<file path="config.mk">
export PLATFORM = sky130hd
export DESIGN_NAME = rjdl_front
export DESIGN_NICKNAME = d
export VERILOG_FILES = /design/src/hdl/rjdl_pkg.sv /design/src/hdl/rjdl_front.sv
export SDC_FILE = /design/constraint.sdc
export NUM_CORES = 1
export LEC_CHECK = 0
export BUFFER_PORTS_ARGS = -buffer_cell sky130_fd_sc_hd__clkbuf_2
export CORE_ASPECT_RATIO = 0.7
export CORE_MARGIN = 5
export CORE_UTILIZATION = 55
export DETAILED_ROUTE_END_ITERATION = 7
export PLACE_DENSITY = 0.75
export SKIP_LAST_GASP = 1
export SYNTH_ARGS = -nofsm -noshare
export SYNTH_HDL_FRONTEND = slang
export SYNTH_SLANG_ARGS = --single-unit
</file>
<file path="constraint.sdc">
create_clock -name clk -period 24.7 [get_ports clk]
set_clock_uncertainty 0.05 [all_clocks]
set_input_delay 3.705 -clock clk [delete_from_list [all_inputs] [get_ports clk]]
set_output_delay 3.705 -clock clk [all_outputs]
set_load 0.02 [all_outputs]
</file>
<file path="src/hdl/rjdl_pkg.sv">
// rjdl_pkg: shared types and fixed constants of the jitter delay line
// no dependencies; used by front, fifo, back and the top level

package rjdl_pkg;

  localparam int CH_W       = 3;
  localparam int DRAW_W     = 16;
  localparam int JIT_W      = 28;
  localparam int FRAC_W     = 16;
  localparam int CFG_IDX_W  = 2;
  localparam int CFG_DATA_W = 28;
  localparam int COUNT_FLD_W = 4;
  localparam int SIZE_FLD_W = 13;
  localparam int SIZE_RST   = 960;
  localparam int QUEUE_DEPTH = 2;

  localparam logic [CFG_IDX_W-1:0] CFG_CHANNEL_COUNT = 2'd0;
  localparam logic [CFG_IDX_W-1:0] CFG_BUFFER_SIZE   = 2'd1;
  localparam logic [CFG_IDX_W-1:0] CFG_JITTER_DEPTH  = 2'd2;

  typedef struct packed {
    logic [CH_W-1:0] ch;
    logic            active;
    logic            first;
    logic            last;
  } item_cls_t;

  typedef struct packed {
    logic count_wr;
    logic size_wr;
  } cfg_evt_t;

  typedef enum logic [2:0] {
    ST_CLEAR,
    ST_IDLE,
    ST_JIT,
    ST_POS,
    ST_RD0,
    ST_RD1,
    ST_MUL,
    ST_OUT
  } back_state_t;

endpackage

</file>
<file path="src/hdl/rjdl_front.sv">
// rjdl_front: configuration registers, input classification and jitter scaling
// depends on rjdl_pkg

module rjdl_front #(
  parameter int MAX_CHANNELS = 8,
  parameter int STORE_DEPTH  = 4096,
  parameter int SAMPLE_BITS  = 24
) (
  input  logic                                clk,
  input  logic                                rst_n,
  input  logic                                cfg_we,
  input  logic [rjdl_pkg::CFG_IDX_W-1:0]      cfg_index,
  input  logic [rjdl_pkg::CFG_DATA_W-1:0]     cfg_wdata,
  input  logic                                in_valid,
  output logic                                in_ready,
  input  logic [rjdl_pkg::CH_W-1:0]           in_channel,
  input  logic signed [SAMPLE_BITS-1:0]       in_sample_in,
  input  logic [rjdl_pkg::DRAW_W-1:0]         in_random_draw,
  input  logic                                q_full,
  input  logic                                clearing,
  output logic                                push,
  output rjdl_pkg::item_cls_t                 push_cls,
  output logic [rjdl_pkg::JIT_W-1:0]          push_jit,
  output logic [SAMPLE_BITS-1:0]              push_sample,
  output logic [$clog2(STORE_DEPTH+1)-1:0]    size,
  output logic [$clog2(STORE_DEPTH+1)-1:0]    size_new,
  output rjdl_pkg::cfg_evt_t                  evt
);

  localparam int CNT_W = $clog2(MAX_CHANNELS + 1);
  localparam int SZ_W  = $clog2(STORE_DEPTH + 1);
  localparam int PROD_W = rjdl_pkg::DRAW_W + rjdl_pkg::JIT_W;
  localparam logic [SZ_W-1:0] SIZE_RST_V =
    SZ_W'((rjdl_pkg::SIZE_RST > STORE_DEPTH) ? STORE_DEPTH : rjdl_pkg::SIZE_RST);

  logic [CNT_W-1:0]               count_r, count_nxt, count_new;
  logic [SZ_W-1:0]                size_r, size_nxt;
  logic [rjdl_pkg::JIT_W-1:0]     depth_r, depth_nxt;
  logic [rjdl_pkg::COUNT_FLD_W-1:0] cnt_fld;
  logic [rjdl_pkg::SIZE_FLD_W-1:0]  size_fld;
  logic [PROD_W-1:0]              prod;

  always_comb begin
    cnt_fld  = cfg_wdata[rjdl_pkg::COUNT_FLD_W-1:0];
    size_fld = cfg_wdata[rjdl_pkg::SIZE_FLD_W-1:0];
    if (cnt_fld == '0) begin
      count_new = CNT_W'(1);
    end else if (int'(cnt_fld) > MAX_CHANNELS) begin
      count_new = CNT_W'(MAX_CHANNELS);
    end else begin
      count_new = CNT_W'(cnt_fld);
    end
    if (size_fld == '0) begin
      size_new = SZ_W'(1);
    end else if (int'(size_fld) > STORE_DEPTH) begin
      size_new = SZ_W'(STORE_DEPTH);
    end else begin
      size_new = SZ_W'(size_fld);
    end
    evt.count_wr = cfg_we && (cfg_index == rjdl_pkg::CFG_CHANNEL_COUNT);
    evt.size_wr  = cfg_we && (cfg_index == rjdl_pkg::CFG_BUFFER_SIZE);
    count_nxt = evt.count_wr ? count_new : count_r;
    size_nxt  = evt.size_wr ? size_new : size_r;
    depth_nxt = (cfg_we && (cfg_index == rjdl_pkg::CFG_JITTER_DEPTH)) ?
                cfg_wdata[rjdl_pkg::JIT_W-1:0] : depth_r;
  end

  always_ff @(posedge clk) begin
    if (!rst_n) begin
      count_r <= CNT_W'(1);
      size_r  <= SIZE_RST_V;
      depth_r <= '0;
    end else begin
      count_r <= count_nxt;
      size_r  <= size_nxt;
      depth_r <= depth_nxt;
    end
  end

  // classify the incoming transaction and scale the draw
  always_comb begin
    in_ready = !q_full && !clearing && !evt.count_wr;
    push     = in_valid && in_ready;
    push_cls.ch     = in_channel;
    push_cls.active = (int'(in_channel) < int'(count_r)) &&
                      (int'(in_channel) < MAX_CHANNELS);
    push_cls.first  = (in_channel == '0);
    push_cls.last   = (int'(in_channel) + 1 == int'(count_r));
    prod        = PROD_W'(in_random_draw) * PROD_W'(depth_r);
    push_jit    = prod[rjdl_pkg::FRAC_W +: rjdl_pkg::JIT_W];
    push_sample = in_sample_in;
  end

  assign size = size_r;

endmodule

</file>
# Word level (Yosys, flattened, before mapping)
# Cells that the tools add are included.
# classes
n_addsub,1
multipliers,1
magnitude_cmp,3
n_eq_ne,3
muxes,4
n_reduce_logical,13
# op_table
op,n
16-bit by 28-bit multiplier with 44-bit output,1
13-bit 2-to-1 mux,2
"13-bit > comparator, second input constant",1
13-bit zero test,1
4-bit 2-to-1 mux,2
1-bit logical AND,6
"3-bit by 1-bit adder with 4-bit output, second input constant",1
4-bit == test,1
"4-bit > comparator, second input constant",1
4-bit zero test,1
3-bit by 4-bit less-than comparator with 1-bit output,1
1-bit zero test,3
3-bit zero test,1
"2-bit by 1-bit == test with 1-bit output, second input constant",1
"2-bit == test, second input constant",1
2-bit zero test,1
# word_totals
ff_bits,45
in_bits,79
out_inout_bits,88
wordCells,28

# Longest topological paths before layout
# Gate-level depths: netlist (run 1).
# logic_depth
word_depth,5
ltp_mapped,24
depth_no_buf,22

# Least setup slack after synthesis (run 1)
# No wires, ideal clock.
# synth_timing
path_kind,input port to output port
startpoint,input port in_random_draw[7] in the netlist's numbering
endpoint,output port push_jit[18] in the netlist's numbering
arrival_ns,9.526
required_time_ns,20.945
path_slack_ns,11.419
path_stages,21
path_buffers,3
cell_sequence,clkbuf_1 -> clkbuf_1 -> nand2_1 -> fa_1 -> inv_1 -> fa_1 -> fa_1 -> fa_1 -> fa_1 -> inv_1 -> fa_1 -> inv_1 -> ha_1 -> buf_2 -> a21oi_2 -> o21ai_0 -> a221oi_1 -> nand3_2 -> a311o_1 -> a211o_1 -> xor2_1
# synth_between
elab_chain_cells,1
# synth_rtl
item,line_no,source
from (decl),rjdl_front.sv:18,"input logic [rjdl_pkg::DRAW_W-1:0] in_random_draw,"
16-bit by 28-bit multiplier with 44-bit output,rjdl_front.sv:89,prod = PROD_W'(in_random_draw) * PROD_W'(depth_r);
to (decl),rjdl_front.sv:23,"output logic [rjdl_pkg::JIT_W-1:0] push_jit,"
# No other way between the ends.

# Worst setup path in the final report (run 1)
# layout_timing
startpoint,input port in_random_draw[1] in the netlist's numbering
endpoint,output port push_jit[26] in the netlist's numbering
# The elaborated chain is that of the path after synthesis.

==> results of run 1 <==
==> metrics by stage <==
step | std cells | cell area [µm²] | utilization, %
floorplan | 1929 | 16300 | -
global placement | 2294 | 16800 | 57.7
detailed placement | 2294 | 16800 | 57.7
CTS | 2302 | 16900 | 58.2
global route | 2302 | 16900 | 58.2
finish | 2302 | 16900 | 58.2
==> tightest hold or removal path: stages, from the launching register on <==
cell	delay (ps)
dfxtp_1	310
nand2_1	50
a21boi_0	60
==> layer usage <==
layer	wire, µm	global-route usage, %
met5	0	0
met4	423	3.59
met3	6180	10.8
met2	17800	37.2
met1	18100	38.2
==> final cells by class <==
class	instances	area (µm²)	share of cell area (%)
multi-input cells	1355	13300	78.7
inverters	394	1480	8.74
flip-flops and latches	45	901	5.32
repair buffers	122	621	3.67
well taps	378	473	2.79
clock buffers	6	129	0.761
clock inverters	2	10.0	0.0591
==> path summary, 6_finish.rpt <==
path / startpoint / end / slack, ps / depth (start not counted)
worst max-delay path: in_random_draw[1] / push_jit[26] / 10400 / 21
worst min-delay path: size[2] / size[2] / 420 / 2
worst max register to register: depth_r[7] / depth_r[7] / 23390 / 2
worst min register to register: size[2] / size[2] / 420 / 2
==> sequential cells by signal, indices dropped and copies added, names as in the netlist <==
| name | cells |
|---|---|
| size | 13 |
| count_r | 4 |
| depth_r | 28 |
==> cell usage in the layout (no fill, tap or decap), types with 3 or more instances in the layout <==
cell | netlist | layout
a221oi_1 | 3 | 3
nor2_1 | 31 | 31
nand4_1 | 12 | 12
buf_4 | 27 | 4
a21o_1 | 14 | 14
or3_1 | 4 | 4
o21a_1 | 7 | 7
o21bai_1 | 4 | 4
nor2b_1 | 20 | 20
o311a_1 | 3 | 3
ha_1 | 118 | 118
nand3b_1 | 3 | 3
clkbuf_16 | 0 | 5
o211ai_1 | 6 | 6
a21oi_1 | 38 | 38
a21boi_0 | 37 | 37
and3_1 | 6 | 6
nand2_1 | 379 | 379
nor4_1 | 4 | 4
nand3_1 | 12 | 12
a211o_1 | 3 | 3
fa_1 | 361 | 361
clkbuf_2 | 0 | 118
nor3_1 | 7 | 7
dfxtp_1 | 45 | 45
and2_1 | 192 | 192
and4_1 | 3 | 3
xnor2_1 | 18 | 18
a31oi_1 | 6 | 6
xor2_1 | 11 | 11
o21ai_1 | 3 | 3
o21ai_0 | 23 | 23
inv_1 | 394 | 394
==> power breakdown <==
part	total (mW)	switching, mW	internal [mW]	leakage [nW]
Sequential	0.0838	0.00883	0.0749	0.366
Clock	0.0630	0.0259	0.0371	0.0706
Combinational	0.268	0.171	0.0963	8.10
Total	0.414	0.206	0.208	8.53
==> Yosys cell counts, types with 4 or more instances <==
cell type | n | share of area [%]
a21boi_0 | 37 | 1.7
a21o_1 | 14 | 0.64
a21oi_1 | 38 | 1.2
a31oi_1 | 6 | 0.23
and2_1 | 192 | 7.4
and3_1 | 6 | 0.23
buf_2 | 4 | 0.12
buf_4 | 27 | 1.2
clkbuf_1 | 102 | 2.3
dfxtp_1 | 45 | 5.5
fa_1 | 361 | 44
ha_1 | 118 | 9.1
inv_1 | 394 | 9.1
nand2_1 | 379 | 8.7
nand3_1 | 12 | 0.37
nand4_1 | 12 | 0.46
nor2_1 | 31 | 0.71
nor2b_1 | 20 | 0.77
nor3_1 | 7 | 0.21
nor4_1 | 4 | 0.15
o211ai_1 | 6 | 0.28
o21a_1 | 7 | 0.32
o21ai_0 | 23 | 0.71
o21bai_1 | 4 | 0.18
or3_1 | 4 | 0.15
xnor2_1 | 18 | 0.97
xor2_1 | 11 | 0.59
==> cell families after synthesis <==
family	synth area share, %
AOI/OAI and AO/OA	6.81
xor gates and xnor gates	1.56
adders and majority gates	53.4
buffers and inverters	12.8
DFF	5.52
muxes	0.0614
and+or+nand+nor	19.8
==> flow_metrics.py, run 1 <==
metrics = {
    "outcome": {
        "status": "finished clean",
    },
    "floorplan": {
        "die_w_um": 216,
        "start_util_pct": 56.1,
        "die-area_um2": 33200,
        "core_region_area_um2": 29100,
        "ios": 167,
        "die_y_um": 154,
        "rows": 52,
    },
    "sta": {
        "finalSetupViolations": 0,
        "rsz0062_at_grt": "false",
        "hold_violations": 0,
        "slew_violations": 0,
        "hold_slack_ps": 419,
        "min_period_over_period_pct": 57.9,
        "worst_slack_ps": 10400,
        "relSlewSlack_pct": 28.4,
        "min_period_ps": 14300,
        "fmax_mhz": 69.9,
        "worstMarginPinSlew_ps": 1070,
        "tns_ps": 0,
    },
    "critical_path": {
        "crit_arrival_ps": 10540,
        "worstPathCellList": "clkbuf_2 > nand2_1 > fa_1 > fa_1 > fa_1 > inv_1 > fa_1 > fa_1 > inv_1 > fa_1 > inv_1 > ha_1 > a21oi_1 > o211ai_1 > a221oi_1 > nand3_2 > a311o_1 > a211o_1 > a31oi_1 > a21oi_1 > clkbuf_2",
        "crit_path_start_kind": "input pin",
        "crit_top_cell": "fa_1",
        "cp_top_family": "adder cells",
        "crit_type": "input pin to primary output",
        "end_kind": "primary output",
        "cp.required_ps": 20940,
        "cp_max_fo": 28,
        "crit_buf_inv": 5,
        "critical-path-max-stage-delay_ps": 570,
        "cp_slowest_cell": "clkbuf_2",
    },
    "clock_network": {
        "post-cts-setup-buffers": 0,
        "cts_tree": "yes",
        "cts_hold_buf": 0,
        "ctsResizeCount": 0,
        "clk_latency_ps": 280,
        "cts_buffers": 5,
        "h-tree-depth": 2,
        "cts_buffer_depth": 2,
        "path_clk_slew_ps": 60,
        "numClockSinks": 45,
        "root_buffer": "clkbuf_16",
    },
    "route": {
        "drc": 0,
        "drt_iter0_drc": 1099,
        "num_vias": 12800,
        "drt-total-wl_um": 42500,
        "drtAntennaViolNets": 0,
        "vias_per_cell": 5.54,
        "avgRoutedWirePerCell_um": 18.5,
        "drtPass1Iterations": 5,
    },
    "grt": {
        "grt_overflow": 0,
        "grt_pass1_vias": 13200,
        "grt_util_all_layers_pct": 26.0,
        "antenna_found_initial": 0,
        "grt_max_degree": 46,
        "grt_pass1_wl_um": 69900,
    },
    "cells_and_area": {
        "fin_nets": 2481,
        "num-fill-cells": 2556,
        "antenna_cells": 0,
        "drive_above_1_share_pct": 7.07,
        "area_growth_pct": 3.80,
    },
    "synth": {
        "synth.distinct_cells": 56,
        "synth_flop_cell": "dfxtp_1",
        "synthCells": 1929,
        "yosysWarnings": 0,
        "ys_seq_area_share_pct": 5.52,
        "synth_edf_count": 0,
        "ys_ff_latch": 45,
        "async_flop_share_pct": 0,
        "avgSynthCellArea_um2": 8.45,
        "synth_area_um2": 16300,
        "synth_nets": 2487,
    },
    "placement": {
        "routabilityCongestion": 0.937,
        "port_buffers": 118,
        "dp_hpwl_um": 34200,
        "pre_cts_ws_ps": 10550,
    },
    "power_and_ir_drop": {
        "peakVddDrop_mv": 0.0511,
        "powerDensity_nw_per_um2": 24.5,
        "p_leak_nw": 8.53,
        "power_mw": 0.414,
    },
    "min_path": {
        "hp-class": "register to register",
    },
    "run": {
        "max-cap-violations": 0,
    },
}
No activity file was read; power rests on OpenSTA's default activity.
==> run 2, diff against run 1 <==
==> constraint.sdc (replaced) <==
create_clock -name clk -period 13.8 [get_ports clk]
set_clock_uncertainty 0.05 [all_clocks]
set_input_delay 2.07 -clock clk [delete_from_list [all_inputs] [get_ports clk]]
set_output_delay 2.07 -clock clk [all_outputs]
set_load 0.02 [all_outputs]
==> flow_metrics.py, run 2 (synthesis gave the netlist of run 1 again) <==
metrics = {
    "grt": {
        "antenna_found_initial": 1,
        "grt_pass1_vias": 13100,
        "grt_pass1_wl_um": 69400,
        "grt_overflow": 0,
        "grt_util_all_layers_pct": 25.9,
        "grt_max_degree": 46,
    },
    "route": {
        "drt_iter0_drc": 1015,
        "drc": 0,
        "num_vias": 12700,
        "drtAntennaViolNets": 0,
        "vias_per_cell": 5.53,
        "drt-total-wl_um": 42500,
        "avgRoutedWirePerCell_um": 18.5,
        "drtPass1Iterations": 5,
    },
    "clock_network": {
        "clk_latency_ps": 280,
        "path_clk_slew_ps": 60,
        "cts_buffer_depth": 2,
        "ctsResizeCount": 0,
        "cts_tree": "yes",
        "cts_buffers": 5,
        "post-cts-setup-buffers": 0,
        "h-tree-depth": 2,
        "cts_hold_buf": 0,
        "root_buffer": "clkbuf_16",
        "numClockSinks": 45,
    },
    "cells_and_area": {
        "num-fill-cells": 2541,
        "drive_above_1_share_pct": 7.07,
        "regArea_um2": 901,
        "area_growth_pct": 4.01,
        "fin_area_um2": 17000,
        "layout_common_cells": "inv_1, nand2_1, fa_1",
        "final_common_cell": "inv_1",
        "final_cells": 2302,
        "top_register": "depth_r",
        "largest_reg_flops": 28,
        "multi_input_area_um2": 13300,
        "antenna_cells": 0,
        "fin_nets": 2481,
    },
    "placement": {
        "port_buffers": 118,
        "dp_hpwl_um": 34100,
        "pre_cts_ws_ps": 2920,
        "dp_cells": 2294,
        "dpl-instance-area_um2": 16800,
        "routabilityCongestion": 0.938,
    },
    "critical_path": {
        "cp.required_ps": 11680,
        "crit_path_start_kind": "input pin",
        "crit_type": "input pin to primary output",
        "cp_max_fo": 28,
        "crit_arrival_ps": 8860,
        "end_kind": "primary output",
    },
    "floorplan": {
        "start_util_pct": 56.1,
        "ios": 167,
        "rows": 52,
        "die-area_um2": 33200,
        "die_y_um": 154,
        "core_region_area_um2": 29100,
        "die_w_um": 216,
    },
    "sta": {
        "slew_violations": 0,
        "min_period_ps": 10980,
        "fmax_mhz": 91.0,
        "worstMarginPinSlew_ps": 1220,
        "rsz0062_at_grt": "false",
        "tns_ps": 0,
        "relSlewSlack_pct": 18.5,
        "hold_violations": 0,
        "worst_slack_ps": 2820,
        "min_period_over_period_pct": 79.6,
        "finalSetupViolations": 0,
    },
    "min_path": {
        "hp-class": "register to register",
    },
    "power_and_ir_drop": {
        "peakVddDrop_mv": 0.0747,
        "p_leak_nw": 8.55,
        "powerDensity_nw_per_um2": 45.3,
    },
    "outcome": {
        "status": "finished clean",
    },
    "run": {
        "max-cap-violations": 0,
    },
}
-- run 2: stage by stage --
step | hold WS [ps] | power, mW | utilization (%)
after floorplan | 414 | 0.496 | -
after global placement | 401 | 0.618 | 57.7
after detailed placement | 411 | 0.628 | 57.7
after CTS | 425 | 0.769 | 58.3
after global routing | 446 | 0.838 | 58.3
final | 422 | 0.767 | 58.3
-- run 2: area by class of cell --
class / instances / area share (%)
clock buffer: 7 / 0.841
clock inverter: 1 / 0.177
inverter: 394 / 8.72
multi-input combinational: 1355 / 78.5
sequential: 45 / 5.31
tap: 378 / 2.79
timing repair buffer: 122 / 3.66
-- run 2: path summary, 6_finish.rpt --
check                         start      endpoint  slack, ps  cells after the start
hold / removal              size[6]       size[6]        420                      2
hold reg to reg             size[6]       size[6]        420                      2
setup / recovery  in_random_draw[1]  push_jit[20]       2820                     21
setup reg to reg        depth_r[14]   depth_r[14]      12490                      2
-- run 2: per-layer routing --
layer	global-route usage (%)	vias to the layer above	share of wire, %
met2	37.3	672	42
met4	2.50	2	0.88
met5	1.45	-	0.15
met3	11.3	39	15
met1	37.6	6347	42
li1	-	5678	-
-- run 2: worst max-delay path, stage by stage --
cell	delay (ps)
clkbuf_2	560
nand2_1	170
fa_1	580
fa_1	540
fa_1	500
fa_1	520
inv_1	70
fa_1	540
inv_1	50
fa_1	470
inv_1	40
ha_1	420
nand4_1	200
nor2_1	290
o2111ai_2	220
a31oi_1	540
o21ai_1	280
and2_1	250
o21ai_1	160
xor2_1	160
clkbuf_2	190
-- run 2: power by group --
part / internal, mW / switching, mW / total [mW]
Combinational: 0.173 / 0.306 / 0.479
Sequential: 0.134 / 0.0160 / 0.150
Clock: 0.0904 / 0.0480 / 0.138
Total: 0.397 / 0.370 / 0.767
