--- src/hdl/rjdl_pkg.sv ---
// rjdl_pkg: shared types and fixed constants of the jitter delay line
// no dependencies; used by front, fifo, back and the top level

package rjdl_pkg;

  localparam int CH_W       = 3;
  localparam int DRAW_W     = 16;
  localparam int JIT_W      = 28;
  localparam int FRAC_W     = 16;
  localparam int CFG_IDX_W  = 2;
  localparam int CFG_DATA_W = 28;
  localparam int COUNT_FLD_W = 4;
  localparam int SIZE_FLD_W = 13;
  localparam int SIZE_RST   = 960;
  localparam int QUEUE_DEPTH = 2;

  localparam logic [CFG_IDX_W-1:0] CFG_CHANNEL_COUNT = 2'd0;
  localparam logic [CFG_IDX_W-1:0] CFG_BUFFER_SIZE   = 2'd1;
  localparam logic [CFG_IDX_W-1:0] CFG_JITTER_DEPTH  = 2'd2;

  typedef struct packed {
    logic [CH_W-1:0] ch;
    logic            active;
    logic            first;
    logic            last;
  } item_cls_t;

  typedef struct packed {
    logic count_wr;
    logic size_wr;
  } cfg_evt_t;

  typedef enum logic [2:0] {
    ST_CLEAR,
    ST_IDLE,
    ST_JIT,
    ST_POS,
    ST_RD0,
    ST_RD1,
    ST_MUL,
    ST_OUT
  } back_state_t;

endpackage

--- src/hdl/rjdl_fifo.sv ---
// rjdl_fifo: short queue between the front and back sections
// depends on rjdl_pkg for its depth

module rjdl_fifo #(
  parameter int WIDTH = 8
) (
  input  logic             clk,
  input  logic             rst_n,
  input  logic             push,
  input  logic [WIDTH-1:0] push_data,
  output logic             full,
  input  logic             pop,
  output logic [WIDTH-1:0] pop_data,
  output logic             empty
);

  localparam int PTR_W = (rjdl_pkg::QUEUE_DEPTH > 1) ? $clog2(rjdl_pkg::QUEUE_DEPTH) : 1;
  localparam int CNT_W = $clog2(rjdl_pkg::QUEUE_DEPTH + 1);

  logic [WIDTH-1:0] entry_r [rjdl_pkg::QUEUE_DEPTH];
  logic [PTR_W-1:0] wr_ptr_r, wr_ptr_nxt, rd_ptr_r, rd_ptr_nxt;
  logic [CNT_W-1:0] cnt_r, cnt_nxt;

  always_comb begin
    full  = (cnt_r == CNT_W'(rjdl_pkg::QUEUE_DEPTH));
    empty = (cnt_r == '0);
    wr_ptr_nxt = wr_ptr_r;
    rd_ptr_nxt = rd_ptr_r;
    cnt_nxt    = cnt_r;
    if (push) begin
      wr_ptr_nxt = (int'(wr_ptr_r) == rjdl_pkg::QUEUE_DEPTH - 1) ? '0 : wr_ptr_r + 1'b1;
    end
    if (pop) begin
      rd_ptr_nxt = (int'(rd_ptr_r) == rjdl_pkg::QUEUE_DEPTH - 1) ? '0 : rd_ptr_r + 1'b1;
    end
    if (push && !pop) begin
      cnt_nxt = cnt_r + 1'b1;
    end else if (pop && !push) begin
      cnt_nxt = cnt_r - 1'b1;
    end
  end

  always_ff @(posedge clk) begin
    if (!rst_n) begin
      wr_ptr_r <= '0;
      rd_ptr_r <= '0;
      cnt_r    <= '0;
    end else begin
      wr_ptr_r <= wr_ptr_nxt;
      rd_ptr_r <= rd_ptr_nxt;
      cnt_r    <= cnt_nxt;
    end
  end

  always_ff @(posedge clk) begin
    if (push) begin
      entry_r[wr_ptr_r] <= push_data;
    end
  end

  assign pop_data = entry_r[rd_ptr_r];

endmodule

--- config.mk ---
export PLATFORM = sky130hd
export DESIGN_NAME = rjdl_fifo
export DESIGN_NICKNAME = d
export VERILOG_FILES = /design/src/hdl/rjdl_pkg.sv /design/src/hdl/rjdl_fifo.sv
export SDC_FILE = /design/constraint.sdc
export NUM_CORES = 1
export LEC_CHECK = 0
export ABC_AREA = 0
export ABC_CLOCK_PERIOD_IN_PS = 2000
export BUFFER_PORTS_ARGS = -buffer_cell sky130_fd_sc_hd__buf_2
export CORE_MARGIN = 8
export CORE_UTILIZATION = 52
export CTS_CLUSTER_SIZE = 20
export DETAILED_ROUTE_END_ITERATION = 8
export HOLD_SLACK_MARGIN = 0.05
export PLACE_DENSITY = 0.83
export SLEW_MARGIN = 20
export SYNTH_ARGS = -nofsm -noshare
export SYNTH_HDL_FRONTEND = slang
export SYNTH_SLANG_ARGS = --single-unit
--- constraint.sdc ---
create_clock -name clk -period 2 [get_ports clk]
set_input_delay 0.1 -clock clk [delete_from_list [all_inputs] [get_ports clk]]
set_output_delay 0.1 -clock clk [all_outputs]
set_load 0.01 [all_outputs]
# After elaboration in Yosys (flattened, before gate mapping)
# Memories as Yosys holds them, arrays and structs flattened. A register that Yosys moved wholly into a read port is not among the register bits.
# Index checks and enable logic that the tools add are counted.
# totals
in_bits	12
mem_bits_rw	16
memories	1
regBits	4
# mem_list
name	words	width	rd	rd_ports_with_merged_regs	wr	line	source
entry_r	2	8	1	1	1	rjdl_fifo.sv:20	logic [WIDTH-1:0] entry_r [rjdl_pkg::QUEUE_DEPTH];
# op_classes
eq_ne	1
add_sub_neg	4
muxes	8
n_reduce_logical	6
# ops
op	n
1-bit two-way mux	6
2-bit two-way mux	2
1-bit adder (second input constant)	2
2-bit by 1-bit adder with 2-bit output (second input constant)	1
2-bit equality test (second input constant)	1
1-bit logical AND	2
1-bit logical NOT	2
2-bit logical NOT	1
2-bit nonzero test	1
2-bit by 1-bit subtractor with 2-bit output (second input constant)	1

# Logic depth before layout (Yosys ltp)
# Gate-level depths: netlist of run 1.
# logic_depth
depth_word	4
ltp_mapped	5
depth_no_buf	5

# Worst setup path after synthesis of run 1
# Ideal clock, no wire load.
# synth_timing
path_kind	register to register
start	reg wr_ptr_r
end	mem entry_r[0][0], enable pin
synth_period_minus_slack_ns	1.104
path_slack_ns	0.896
stages_incl_launch_ff	2
t_arrival_ns	0.730
path_cell_list	dfxtp_1 -> nor2b_1
# synth_rtl
element	line	source
start: declaration	rjdl_fifo.sv:21	logic [PTR_W-1:0] wr_ptr_r, wr_ptr_nxt, rd_ptr_r, rd_ptr_nxt;
start signal: assignment	rjdl_fifo.sv:49	wr_ptr_r <= wr_ptr_nxt;
end: declaration	rjdl_fifo.sv:20	
# Straight into the memory's write port.

==> results.txt, run 1 <==
----------------------------------------------------
[Timing]
  RSZ-0062 raised after global routing ... no
  Total count of max-transition violations in the final report ... 0
  Final Hold Vio Count ... 0
  Slew headroom ... between 70% and 80%
  Final worst hold slack ... between 0.15 and 0.2 ns
  Post-layout min period ... 1.48 ns
  Max Clk Rate ... 674 MHz
  Worst Clk Skew ... between 0.002 and 0.003 ns
  Sum of negative setup slack ... 0 ns
  Crit share post-route ... about three quarters
  Setup Viol. Count Final ... 0
  Actual slew at the worst max-slew pin ... roughly 0.4 ns

[Clocking]
  CTS clk-pin slew, worst paths ... 0.11 ns
  CTS resizes ... 0
  Max Buffers Root-to-Sink ... 2
  Count of H-tree levels built during CTS ... 1
  Clock tree from TritonCTS ... built
  Clock tree sinks ... 21
  # Post-CTS Setup Buffers ... 0
  Number of hold buffers added after CTS ... 9
  Clock latency on the worst-skew pair ... approximately 0.30 ns
  TritonCTS Buffers ... 3
  Root buffer cell ... clkbuf_4

[Finish]
  Fraction of layout cells with a size suffix above 1 ... 42.0%
  Nets ... between 90 and 100
  Register cell area after layout ... between 500 and 600 µm²
  Number of antenna repair diodes ... 0
  Footprint of the multi-input gates ... around 210 µm²
  Number of fill cells in the layout ... approximately 110
  Area added between synthesis and finish ... 30.7%

[Worst hold path]
  Capture endpoint of the worst hold path ... rd_ptr_r
  Worst Min Path Start ... pop
  Path class of the lowest-slack min-delay path ... input port to flop
  Number of cells on the worst hold path ... 3

[Routing]
  Detailed-route wire length per cell ... 14.7 µm
  Vias ... approximately 480
  Antenna viol nets, final ... 0
  Violation count after the first detailed-route iteration ... 4
  Total iterations of the first detailed-routing run ... 4
  Final wirelength ... ~1.4 mm
  Number of DRC violations after detailed routing ... 0
  Vias per cell ... 4.90

[Yosys]
  Number of warnings reported in the yosys synthesis log ... 0
  Fraction of the yosys area taken by sequential cells ... roughly three quarters
  Count of flip-flops with a built-in enable after synthesis ... 16
  Distinct cell type count after synthesis ... 16
  Combined area of all synthesized cells ... roughly 790 µm²
  Nets in the synthesized netlist ... 60
  FF+latch count, synth ... 21
  Synthesized area per cell ... ~17 µm²
  Primary flip-flop cell chosen by synthesis mapping ... edfxtp_1
  Fraction of registers with async set/reset ... 0%
  Post-Synthesis Cells ... 47

[Worst setup path]
  CP max stage delay ... about 0.56 ns
  Depth of the worst register-to-register path ... 2
  Worst reg2reg startpoint ... wr_ptr_r
  Maximum fanout along the worst path ... 8
  Req. time, crit path ... about 1.9 ns
  Setup slack, reg-to-reg ... 0.82 ns
  Worst reg2reg endpoint ... entry_r[0][5]
  Crit start category ... flop
  Worst-path cell chain ... mux2_2 -> buf_2
  Arrival time at the worst endpoint ... approximately 1.4 ns
  Critical path class ... flop to output pin
  Crit. End Element ... output pin
  Standard cell with the maximum stage delay on the critical path ... dfxtp_1

[Outcome]
  Status ... complete, no violations

[Global route]
  Total overflow reported by the global router ... 0
  Antenna violations before repair ... 0
  All-Layer GR Usage ... between 9 and 10%
  First-pass GRT wire length ... between 2 and 2.5 mm
  Pin count of the biggest net entering global routing ... 12
  Vias in the first global route ... approximately 470

[Floorplanning]
  Starting Density ... 54.0%
  Horizontal die dimension ... around 55 µm
  Number of placement rows ... 14
  I/O Pins ... 22
  Die outline height ... between 50 and 60 µm
  Placeable core region ... 1470 µm²
  Full die area ... 3030 µm²

[Flow run]
  Total of max-cap violations ... 0

[Power and ir drop]
  Leakage component of the power ... 0.420 nW
  Peak VDD IR ... between 0.4 and 0.5 mV
  Power density relative to cell area ... approximately 800 nW/µm²

[Placement]
  Number of buffers inserted by port buffering ... 21
  Global placement routability congestion ... a little under 0.7

----------------------------------------------------
==> report_power, final <==
part           total (mW)  internal (mW)  switching, mW
Sequential          0.517          0.499         0.0179
Clock               0.202         0.0779          0.124
Combinational       0.127         0.0732         0.0536
==> critical path, delay by kind of cell, from the launching register on <==
| kind | cells | cell delay [ns] |
|---|---|---|
| buf+inv | 1 | 0.14 |
| flops | 1 | 0.56 |
| mux | 1 | 0.38 |
==> area by class of cell <==
class                   count  share of cell area (%)
clock buffers               4                    2.53
inverters                   1                   0.361
multi-input cells          24                    19.8
flip-flops and latches     21                    55.9
well taps                  16                    1.93
repair buffers             31                    19.5
==> state kept, by name (all words and copies together), names as in the netlist, named ones only <==
| name | cells |
|---|---|
| entry_r | 16 |
| wr_ptr_r | 1 |
| rd_ptr_r | 1 |
| cnt_r | 2 |
==> cell usage in the layout, fill, tap and decap left out, drive strengths merged <==
master / instances
o21ai: 1
mux2: 8
and2: 4
xor2: 2
dfxtp: 5
inv: 1
and2b: 1
nor2: 1
ha: 1
edfxtp: 16
clkbuf: 4
xnor2: 1
dlygate4sd3: 9
nor2b: 2
or3: 1
o21a: 1
buf: 22
a21boi: 1
==> routing by layer <==
layer | up-vias | part of all wire, % | GRT usage [%]
met2 | 17 | 47 | 15.9
li1 | 241 | - | -
met1 | 212 | 42 | 10.3
met4 | 0 | 2.5 | 6.80
met5 | - | 0 | 0
met3 | 5 | 9.0 | 4.28
==> worst max path at each step <==
| stage | to | slack [ns] |
|---|---|---|
| after floorplan | entry_r[0][0] | 0.90 |
| after global placement | pop_data[4] | 0.85 |
| after detailed placement | pop_data[7] | 0.83 |
| after CTS | pop_data[7] | 0.49 |
| after global routing | pop_data[4] | 0.44 |
| final | pop_data[4] | 0.52 |
==> cell usage after synthesis (all sizes together) (2+ instances only) <==
master  number  share of area [%]
xor2         2                2.2
nor2b        2                1.6
dfxtp        5                 13
and2         4                3.1
mux2         8                 11
edfxtp      16                 60
==> cells by family (layout without fill, tap and decap cells) <==
logic type / Yosys count / count (layout) / synth area share [%]
mux: 8 / 8 / 11.3
xor+xnor: 3 / 3 / 3.31
simple gates: 9 / 9 / 7.09
fa+ha+maj: 1 / 1 / 1.57
flops: 21 / 21 / 73.1
compound gates: 3 / 3 / 2.52
buf+inv: 2 / 36 / 1.10
==> per-stage QoR <==
| step | total power [mW] | std cells | instance area [µm²] | util (%) | setup slack, ns |
|---|---|---|---|---|---|
| after global routing | 0.875 | 97 | 1040 | 70.6 | 0.437 |
| after global placement | 0.637 | 84 | 922 | 62.7 | 0.846 |
| after floorplan | 0.592 | 47 | 795 | - | 0.896 |
| after detailed placement | 0.642 | 84 | 922 | 62.7 | 0.834 |
| after CTS | 0.847 | 97 | 1040 | 70.6 | 0.489 |
| final | 0.845 | 97 | 1040 | 70.6 | 0.515 |
No activity file was read; power rests on OpenSTA's default activity.
==> run 2, diff against run 1 <==
- ABC_CLOCK_PERIOD_IN_PS: 2000 -> 1500
- CORE_ASPECT_RATIO: unset -> 1.2
- CORE_UTILIZATION: 52 -> 48
- PLACE_DENSITY: 0.83 -> 0.78
- clock period: 2 -> 1.5 ns (I/O delays scaled with it)
==> results.txt, run 2 (same netlist as run 1, synthesis figures left out) <==
----------------------------------------------------
[Worst setup path]
  Worst reg2reg startpoint ... cnt_r[0]
  Crit. End Element ... output pin
  Req. time, crit path ... between 1 and 1.5 ns
  Standard cell with the maximum stage delay on the critical path ... dfxtp_2
  Worst reg2reg endpoint ... cnt_r[1]
  CP max stage delay ... about 0.44 ns
  Maximum fanout along the worst path ... 8
  Worst-path cell chain ... mux2_2 -> buf_2
  Critical path destination ... pop_data[7]
  Arrival time at the worst endpoint ... ~1.2 ns
  Setup slack, reg-to-reg ... ~0.44 ns
  Critical path class ... flop to output pin
  Depth of the worst register-to-register path ... 3
  Crit start category ... flop

[Timing]
  Actual slew at the worst max-slew pin ... 0.389 ns
  Post-layout min period ... 1.31 ns
  Worst Clk Skew ... approximately 0.0067 ns
  Sum of negative setup slack ... 0 ns
  Max Clk Rate ... around 770 MHz
  Slew headroom ... 74.1%
  Crit share post-route ... approximately 87%
  PnR worst setup slack ... ~0.19 ns
  RSZ-0062 raised after global routing ... no
  Total count of max-transition violations in the final report ... 0
  Setup Viol. Count Final ... 0
  Final Hold Vio Count ... 0

[Clocking]
  Root buffer cell ... clkbuf_4
  Count of H-tree levels built during CTS ... 1
  CTS clk-pin slew, worst paths ... around 0.10 ns
  Clock latency on the worst-skew pair ... between 0.2 and 0.3 ns
  Max Buffers Root-to-Sink ... 2
  Clock tree sinks ... 21
  TritonCTS Buffers ... 3
  Clock tree from TritonCTS ... built

[Floorplanning]
  Full die area ... about 3200 µm²
  Horizontal die dimension ... 53.1 µm
  Starting Density ... roughly half
  Number of placement rows ... 16
  Placeable core region ... about 1600 µm²
  Die outline height ... 60.6 µm
  I/O Pins ... 22

[Global route]
  First-pass GRT wire length ... 2.30 mm
  Antenna violations before repair ... 0
  Total overflow reported by the global router ... 0
  Pin count of the biggest net entering global routing ... 12
  Vias in the first global route ... 555
  All-Layer GR Usage ... roughly a tenth

[Finish]
  Nets ... between 90 and 100
  Max reg flops ... 16
  Number of antenna repair diodes ... 0
  Registers with the most flip-flops ... entry_r (16), cnt_r (2)
  Fraction of layout cells with a size suffix above 1 ... 43.2%
  Number of fill cells in the layout ... ~130
  Most used cells in the layout excluding fill and tap cells ... buf_2 (21), edfxtp_1 (16), dlygate4sd3_1 (9), mux2_2 (8)
  Number of standard cells in the layout, taps in and fillers out ... 99
  Footprint of the multi-input gates ... around 200 µm²
  Most common library cell in the layout ignoring fill and taps ... buf_2
  Register cell area after layout ... around 580 µm²
  Register containing the most flip-flops in the final layout ... entry_r
  Area added between synthesis and finish ... 31.2%

[Routing]
  Detailed-route wire length per cell ... 15.2 µm
  Antenna viol nets, final ... 0
  Violation count after the first detailed-route iteration ... 8
  Final wirelength ... roughly 1.5 mm
  Number of DRC violations after detailed routing ... 0
  Vias per cell ... 4.88
  Vias ... approximately 480
  Total iterations of the first detailed-routing run ... 4

[Placement]
  Estimated wirelength of the detail-placed design ... around 1.1 mm
  Number of buffers inserted by port buffering ... 21
  Worst slack after detailed placement ... roughly 0.37 ns
  Global placement routability congestion ... about 0.62
  DP Cell Count ... 86

[Power and ir drop]
  Power density relative to cell area ... 1070 nW/µm²
  Peak VDD IR ... 0.661 mV
  Total power consumption of the routed design ... between 1 and 1.5 mW
  Leakage component of the power ... 0.420 nW

[Worst hold path]
  Path class of the lowest-slack min-delay path ... input port to flop

[Flow run]
  Total of max-cap violations ... 0

[Outcome]
  Status ... complete, no violations

----------------------------------------------------
[run 2: layout make-up]
type,instances,share of cell area (%)
tap,18,2.16
multi-input combinational,24,19.7
timing repair buffer,31,19.4
inverter,1,0.360
sequential,21,55.8
clock buffer,4,2.52
[run 2: timing repair]
item | in CTS | in global routing
endpoints found under the setup margin | 0 | 1
buffers inserted | 0 | 0
endpoints found under the hold margin | 20 | 0
gates resized for setup | 0 | 1
hold buffers | 9 | 0
[run 2: worst max-delay path, delay by kind of cell (launching register included)]
kind | cells | cell delay [ns]
multiplexers | 1 | 0.36
flip-flops | 1 | 0.44
buffers and inverters | 1 | 0.14
[run 2: report_power, final]
group	total, mW	internal [mW]	switching [mW]
registers	0.690	0.666	0.0237
logic	0.171	0.0978	0.0731
clock network	0.254	0.103	0.150
[run 2: worst min path at each step]
stage / startpoint / endpoint / slack (ns) / cells after the start
5_1_grt: pop / flop / 0.14 / 3
6_report: pop / flop / 0.13 / 3
4_1_cts: push / wr_ptr_r / 0.11 / 3
3_3_place_gp: push_data[2] / entry_r[0][2] / 0.26 / 1
3_5_place_dp: push_data[4] / entry_r[0][4] / 0.27 / 1
2_1_floorplan: push_data[0] / entry_r[0][0] / 0.17 / 0
[run 2: routing by layer]
metal	track usage [%]	up-vias	wire length (µm)
met5	0	-	0
met4	6.50	0	12
met3	2.45	2	92
met2	17.4	18	795
met1	10.4	226	601
li1	-	237	-
[run 2: metrics by stage]
stage	util [%]	instance area [µm²]	hold slack [ns]
global route	65.1	1040	0.137
detailed placement	57.7	925	0.272
global placement	57.7	925	0.264
finish	65.1	1040	0.126
CTS	65.0	1040	0.115
floorplan	-	795	0.174
==> run 3, diff against run 2 <==
- SETUP_SLACK_MARGIN: unset -> 0.2
==> results.txt, run 3 (same netlist as run 1, synthesis figures left out) <==
----------------------------------------------------
[Routing]
  Antenna viol nets, final ... 0
  Final wirelength ... about 1.5 mm
  Total iterations of the first detailed-routing run ... 4
  Violation count after the first detailed-route iteration ... 7
  Vias ... 483
  Number of DRC violations after detailed routing ... 0
  Vias per cell ... a little under 5
  Detailed-route wire length per cell ... between 15 and 20 µm

[Timing]
  Crit share post-route ... between 80 and 90%
  Sum of negative setup slack ... 0 ns
  Actual slew at the worst max-slew pin ... between 0.3 and 0.4 ns
  Total count of max-transition violations in the final report ... 0
  Slew headroom ... between 70 and 80%
  Setup Viol. Count Final ... 0
  Max Clk Rate ... 786 MHz
  RSZ-0062 raised after global routing ... yes
  Final Hold Vio Count ... 0
  Worst Clk Skew ... 0.00425 ns
  Post-layout min period ... around 1.3 ns

[Worst setup path]
  Arrival time at the worst endpoint ... ~1.2 ns
  Worst-path cell chain ... mux2_2 -> buf_2
  CP max stage delay ... between 0.4 and 0.5 ns
  Maximum fanout along the worst path ... 8
  Req. time, crit path ... 1.42 ns
  Standard cell with the maximum stage delay on the critical path ... dfxtp_4
  Crit. End Element ... output pin
  Critical path class ... flop to output pin
  Crit start category ... flop

[Placement]
  Number of buffers inserted by port buffering ... 21
  Estimated wirelength of the detail-placed design ... between 1 and 1.5 mm
  DP Cell Count ... 86
  Global placement routability congestion ... 0.617

[Finish]
  Max reg flops ... 16
  Area added between synthesis and finish ... 32.0%
  Most used cells in the layout excluding fill and tap cells ... buf_2 (21), edfxtp_1 (16), dlygate4sd3_1 (9), mux2_2 (7)
  Number of standard cells in the layout, taps in and fillers out ... 99
  Share of the core filled with cells in the final layout ... between 60% and 70%
  Register containing the most flip-flops in the final layout ... entry_r
  Most common library cell in the layout ignoring fill and taps ... buf_2
  Nets ... 95
  Registers with the most flip-flops ... entry_r (16), cnt_r (2)
  Number of antenna repair diodes ... 0
  Fraction of layout cells with a size suffix above 1 ... around 43%

[Clocking]
  Clock tree sinks ... 21
  Max Buffers Root-to-Sink ... 2
  Count of H-tree levels built during CTS ... 1
  Root buffer cell ... clkbuf_4
  Clock latency on the worst-skew pair ... 0.29 ns
  CTS clk-pin slew, worst paths ... 0.10 ns
  TritonCTS Buffers ... 3
  Clock tree from TritonCTS ... built

[Worst hold path]
  Path class of the lowest-slack min-delay path ... input port to flop

[Global route]
  Antenna violations before repair ... 0
  Pin count of the biggest net entering global routing ... 12
  All-Layer GR Usage ... a little over 10%
  Total overflow reported by the global router ... 0
  First-pass GRT wire length ... roughly 2.3 mm
  Vias in the first global route ... ~550

[Power and ir drop]
  Peak VDD IR ... 0.667 mV
  Leakage component of the power ... approximately 0.42 nW
  Total power consumption of the routed design ... approximately 1.1 mW
  Power density relative to cell area ... between 1000 and 1500 nW/µm²

[Floorplanning]
  Placeable core region ... between 1500 and 2000 µm²
  Horizontal die dimension ... between 50 and 60 µm
  Number of placement rows ... 16
  Full die area ... 3220 µm²
  Starting Density ... 49.6%
  I/O Pins ... 22
  Die outline height ... 60.6 µm

[Outcome]
  Status ... complete, no violations

[Flow run]
  Total of max-cap violations ... 0

----------------------------------------------------
## run 3: worst paths after layout
check        startpoint           to  cells after the start  slack, ns
max                flop  pop_data[1]                      2       0.23
max reg2reg    cnt_r[0]     cnt_r[1]                      3       0.44
min reg2reg    cnt_r[1]     cnt_r[1]                      2       0.54
min                 pop         flop                      3       0.12
## run 3: what timing repair did
action,in CTS,in global routing
gates cloned,0,0
endpoints found under the setup margin,8,8
hold buffers,9,0
endpoints found under the hold margin,20,0
buffers inserted,0,0
gates resized for setup,2,1
## run 3: through the flow
stage,area [µm²],hold WS [ns],worst slack (ns)
2_1_floorplan,795,0.174,0.396
3_3_place_gp,925,0.264,0.388
3_5_place_dp,925,0.272,0.371
4_1_cts,1040,0.111,0.208
5_1_grt,1050,0.136,0.180
6_report,1050,0.121,0.228
## run 3: area by class of cell
class	count	area (µm²)
clock buffer	4	26.3
fill	131	553
inverter	1	3.75
multi-input combinational	24	209
sequential	21	584
tap	18	22.5
timing repair buffer	31	203
## run 3: critical path, delay by kind of cell, from the launching register on
| kind | cells | cell delay [ns] |
|---|---|---|
| flip-flops | 1 | 0.42 |
| multiplexers | 1 | 0.35 |
| buffers and inverters | 1 | 0.14 |
## run 3: power by group
part           switching, mW  total (mW)  internal [mW]  leakage (nW)
logic                 0.0728       0.172         0.0994         0.217
clock network          0.152       0.255          0.103        0.0150
registers             0.0246       0.691          0.666         0.192
## run 3: metal layers
layer | track usage [%] | up-vias | part of all wire [%]
met5 | 0 | - | 0
met4 | 6.50 | 0 | 0.79
met3 | 2.45 | 2 | 4.8
met2 | 17.4 | 18 | 53
met1 | 10.6 | 226 | 41
li1 | - | 237 | -
